### config.mk
export PLATFORM = sky130hd
export DESIGN_NAME = rsct_mem
export DESIGN_NICKNAME = d
export VERILOG_FILES = /design/src/hw/rtl/rsct_pkg.sv /design/src/hw/rtl/rsct_mem.sv
export SDC_FILE = /design/constraint.sdc
export NUM_CORES = 1
export LEC_CHECK = 0
export BUFFER_PORTS_ARGS = -buffer_cell sky130_fd_sc_hd__buf_4
export CORE_AREA = 10 10 181 226
export CTS_CLUSTER_SIZE = 28
export DETAILED_ROUTE_END_ITERATION = 10
export DIE_AREA = 0 0 191 236
export GPL_TIMING_DRIVEN = 0
export PLACE_DENSITY = 0.71
export SLEW_MARGIN = 20
export SYNTH_ARGS = -nofsm -noshare
export SYNTH_HDL_FRONTEND = slang
export SYNTH_SLANG_ARGS = --single-unit
### constraint.sdc
create_clock -name clk_i -period 4.3 [get_ports clk_i]
set_clock_uncertainty 0.15 [all_clocks]
set_input_delay 0.86 -clock clk_i [delete_from_list [all_inputs] [get_ports clk_i]]
set_output_delay 0.86 -clock clk_i [all_outputs]
set_load 0.03 [all_outputs]
### src/hw/rtl/rsct_pkg.sv
package rsct_pkg;

  // field widths fixed by the item format
  localparam int unsigned IdW   = 24;
  localparam int unsigned MarkW = 8;
  localparam int unsigned ThrW  = 9;
  localparam int unsigned PosW  = 5;

  // operation codes
  typedef enum logic [1:0] {
    OP_INSERT = 2'd0,
    OP_LOOKUP = 2'd1,
    OP_LIST   = 2'd2,
    OP_NONE   = 2'd3
  } op_e;

  // result status codes
  typedef enum logic [2:0] {
    ST_INSERTED  = 3'd0,
    ST_FULL      = 3'd1,
    ST_FOUND     = 3'd2,
    ST_NOT_FOUND = 3'd3,
    ST_LISTED    = 3'd4,
    ST_NONE_ABV  = 3'd5
  } status_e;

  // one stored table entry
  typedef struct packed {
    logic [IdW-1:0]   id;
    logic [MarkW-1:0] mark;
  } entry_t;

  // one result transaction
  typedef struct packed {
    status_e          status;
    logic [IdW-1:0]   out_id;
    logic [MarkW-1:0] out_mark;
    logic [PosW-1:0]  position;
    logic             last;
  } res_t;

endpackage

### src/hw/rtl/rsct_mem.sv
module rsct_mem
  import rsct_pkg::*;
#(
  parameter int unsigned DEPTH = 16,
  localparam int unsigned AW   = $clog2(DEPTH)
) (
  input  logic          clk_i,
  input  logic          we_i,
  input  logic [AW-1:0] waddr_i,
  input  entry_t        wdata_i,
  input  logic [AW-1:0] raddr_i,
  output entry_t        rdata_o
);

  entry_t mem_q [DEPTH];

  // one write port
  always_ff @(posedge clk_i) begin
    if (we_i) begin
      mem_q[waddr_i] <= wdata_i;
    end
  end

  // one registered read port
  always_ff @(posedge clk_i) begin
    rdata_o <= mem_q[raddr_i];
  end

endmodule

Yosys cells after proc, flatten, opt, wreduce, memory -nomap -nowiden
Memories as Yosys holds them, arrays and structs flattened. A register that Yosys moved wholly into a read port is not among the register bits.
Index checks and enable logic that the tools add are counted.
{ "op_classes": {"mux": 2} }
{ "ops": {"columns": ["cell", "n"], "rows": [
  ["$mux W1", 2]
]} }
{ "totals": {"reg_bits": 0, "ram_bits": 512, "input_bits": 42, "out_inout_bits": 32, "wordCells": 3, "memories": 1} }
{ "memory_table": {"columns": ["name", "words", "width", "rd", "rd_clocked_by_memory_dff", "write_ports", "line", "source"], "rows": [
  ["mem_q", 16, 32, 1, 1, 1, "rsct_mem.sv:15", "entry_t mem_q [DEPTH];"]
]} }

Longest topological paths before layout
{ "depth": {"word_depth": 2, "mapped_depth": 5, "mapped_depth_nobuf": 3} }

Worst setup path before layout
OpenSTA, ideal clock, no wires.
{ "synth_path": {"path_type": "input to register", "startpoint": "in waddr_i[2]", "endpoint": "mem mem_q[0][0] in the netlist's numbering, enable pin", "setup_ns": 0.461, "arrival_ns": 3.578, "required_time_ns": 3.689, "setup_slack_ns": 0.110, "path_stages": 2, "n_path_buf": 0, "cell_sequence": "or3b_2 -> nor3_1"} }
{ "synth_rtl": {"columns": ["item", "line", "source"], "rows": [
  ["from (decl)", "rsct_mem.sv:9", "input logic [AW-1:0] waddr_i,"],
  ["to (decl)", "rsct_mem.sv:15", null]
]} }
No word-level cell before the write port.

Worst setup path in the final report
{ "layout_path": {"startpoint": "in waddr_i[2]", "endpoint": "mem mem_q[0][4] in the netlist's numbering, enable pin"} }
No word-level cell before the write port.

==> impl_metrics.tcl <==
set metrics [dict create \
    status "finished clean" \
    fp.coreArea_sq_mm 0.0367 \
    globalplace.congestion 0.727 \
    synth.most_common_cell "edfxtp_1" \
    setup_violations 0 \
    nets 1040 \
    fp.dieW_um 191 \
    ios 74 \
    io_buffers 71 \
    p_leak_nw 7.53 \
    grt_pass1_vias 9750 \
    cts.sinks 544 \
    cap_violations 0 \
    min_period_ps 2540 \
    initial_utilization 0.541 \
    fin_total_pwr_mw 10.8 \
    yosys.area_share.simple 0.0127 \
    seq_area_frac_synth 0.807 \
    vias 9261 \
    root_buffer "clkbuf_16" \
    post_drt_wl_per_cell_um 27.9 \
    rsz0062_at_grt "false" \
    cp-start-kind "input port" \
    ys_top_cells_by_area "edfxtp_1 77%, mux4_2 15%, dfxtp_1 3.2%" \
    drtIter0Drc 904 \
    p_sw_mw 2.22 \
    antenna_left 0 \
    clkPwrFrac 0.389 \
    die-area_sq_mm 0.0451 \
    slew_headroom 0.332 \
    first_pass_iters 5 \
    syn-num-nets 880 \
    gr-usage-all-layers 0.191 \
    yosys.area.top_type_share 0.774 \
    synth_area_leader_cell "edfxtp_1" \
    synthAdderAreaFrac 0 \
    dp_hpwl_um 27000 \
    critical_path_arrival_ps 2650 \
    drive_gt1_frac 0.325 \
    die_h_um 236 \
    ys_async_sr_fraction 0 \
    syn_inst 838 \
    final.period_utilization 0.592 \
    critPathRequiredTime_ps 4410 \
    post-place-cells 1433 \
    htreeDepth 2 \
    clk_latency_ps 560 \
    cts_resized 0 \
    synth_compound_gate_area_share 0.0242 \
    synth_top_family_by_area "multiplexers" \
    syn_area_per_cell_sq_um 23.7 \
    clockBufferDepth 3 \
    dpl_cell_area_sq_mm 0.0217 \
    cts_setup_buffers 0 \
    drt-total-wl_um 42500 \
    final_area_sq_mm 0.0233 \
    finalMaxSlewViolations 0 \
    critPathKind "in -> reg" \
    max_freq_mhz 393 \
    grt_antenna_before_repair 0 \
    end_kind "flop" \
    grt_remaining_overflow 0 \
    p_seq_frac 0.551 \
    synth.distinct_cells 18 \
    yosys-top-cells-count "512 x edfxtp_1, 128 x mux4_2, 64 x a22oi_1, 33 x nand2_1, 32 x dfxtp_1" \
    synth-seq-cells 544 \
    hp-class "in -> reg" \
    intPower_mw 8.59 \
    synth_edf_count 512 \
    muxShareOfSynthArea 0.145 \
    crit_fanout 7 \
    switching_share 0.205 \
    p_comb_frac 0.060 \
    clkSlewWorstSetupHoldPaths_ps 60 \
    grt_pass1_wl_um 63700 \
    yosysWarnings 0 \
    worstMarginPinSlew_ps 1000 \
    synth_xor_area_frac 0 \
    cts_hold_buf 0 \
    final_cells 1524 \
    grt_max_degree 19 \
    viasPerCell 6.08 \
    syn_area_sq_mm 0.0199 \
    peakVddDrop_mv 0.334 \
    finalHoldViolCount 0 \
    cts_made_buffers 49 \
    drc_errors 0 \
    syn_to_final_growth_pct 17.3 \
    rows 79 \
    p_per_area_mw_per_mm2 464 \
    cts_tree "yes" \
    synth_ff_type "edfxtp_1" \
]
[stage by stage]
stage,hold slack (ps),utilization,TNS [ps],setup WS [ps]
after floorplan,485,-,0,110
after global placement,495,0.573,-470790,-2470
after detailed placement,501,0.593,0,1150
after CTS,422,0.635,0,1730
after global routing,435,0.635,0,1690
final,441,0.635,0,1760
[kinds of logic (layout without fill, tap and decap cells)]
group | Yosys count | in the layout
other cells | 0 | 1
flops | 544 | 544
simple gates | 59 | 59
buf+inv | 43 | 242
mux | 128 | 128
compound gates | 64 | 64
[state kept, by name (all words and copies together), names as in the netlist]
register / count
rdata_o: 32
mem_q: 512
[critical path, cell delays in order]
cell and delay, ps:
buf_4 120, or3b_2 580, nor3_2 450, buf_4 250
buf_4 180, buf_4 200
[placed cells by master (no fill, tap or decap), types with 5 or more instances in the layout]
cell / instances
nand2_1: 33
buf_4: 100
nor2_4: 12
clkinv_2: 5
buf_16: 16
mux4_2: 128
edfxtp_1: 512
clkinv_1: 7
clkbuf_1: 34
a22oi_1: 64
dfxtp_1: 32
buf_1: 9
clkbuf_8: 7
clkbuf_16: 49
[power by group through the flow]
| stage | Clock [mW] | Sequential, mW | Combinational [mW] |
|---|---|---|---|
| 2_1_floorplan | 0 | 6.14 | 0.285 |
| 3_3_place_gp | 0 | 6.07 | 0.611 |
| 3_5_place_dp | 0 | 6.07 | 0.656 |
| 4_1_cts | 4.26 | 5.96 | 0.658 |
| 5_1_grt | 4.47 | 5.96 | 0.690 |
| 6_report | 4.21 | 5.96 | 0.648 |
[per-layer routing]
layer	global-route usage	up-vias	wire, um
met5	0	-	0
met4	0.0554	0	1000
met3	0.0316	60	2590
met2	0.313	359	21400
met1	0.260	4954	17500
li1	-	3888	-
[worst paths after layout]
kind | from | to | slack (ps) | cells past startpoint
setup reg to reg | mem_q[1][16] | rdata_o[16] | 2750 | 3
setup / recovery | waddr_i[2] | mem_q[0][4] | 1760 | 6
hold / removal | wdata_i[23] | mem_q[0][23] | 440 | 1
hold reg to reg | mem_q[14][5] | rdata_o[5] | 510 | 3
[area by class of cell]
class	instances	area [sq um]
sequential	544	16000
multi-input combinational	251	3730
clock buffer	73	1390
fill	2401	13400
clock inverter	17	159
tap	486	608
antenna	1	2.50
timing repair buffer	109	1170
buffer	43	223
(Power assumes the default switching activity.)
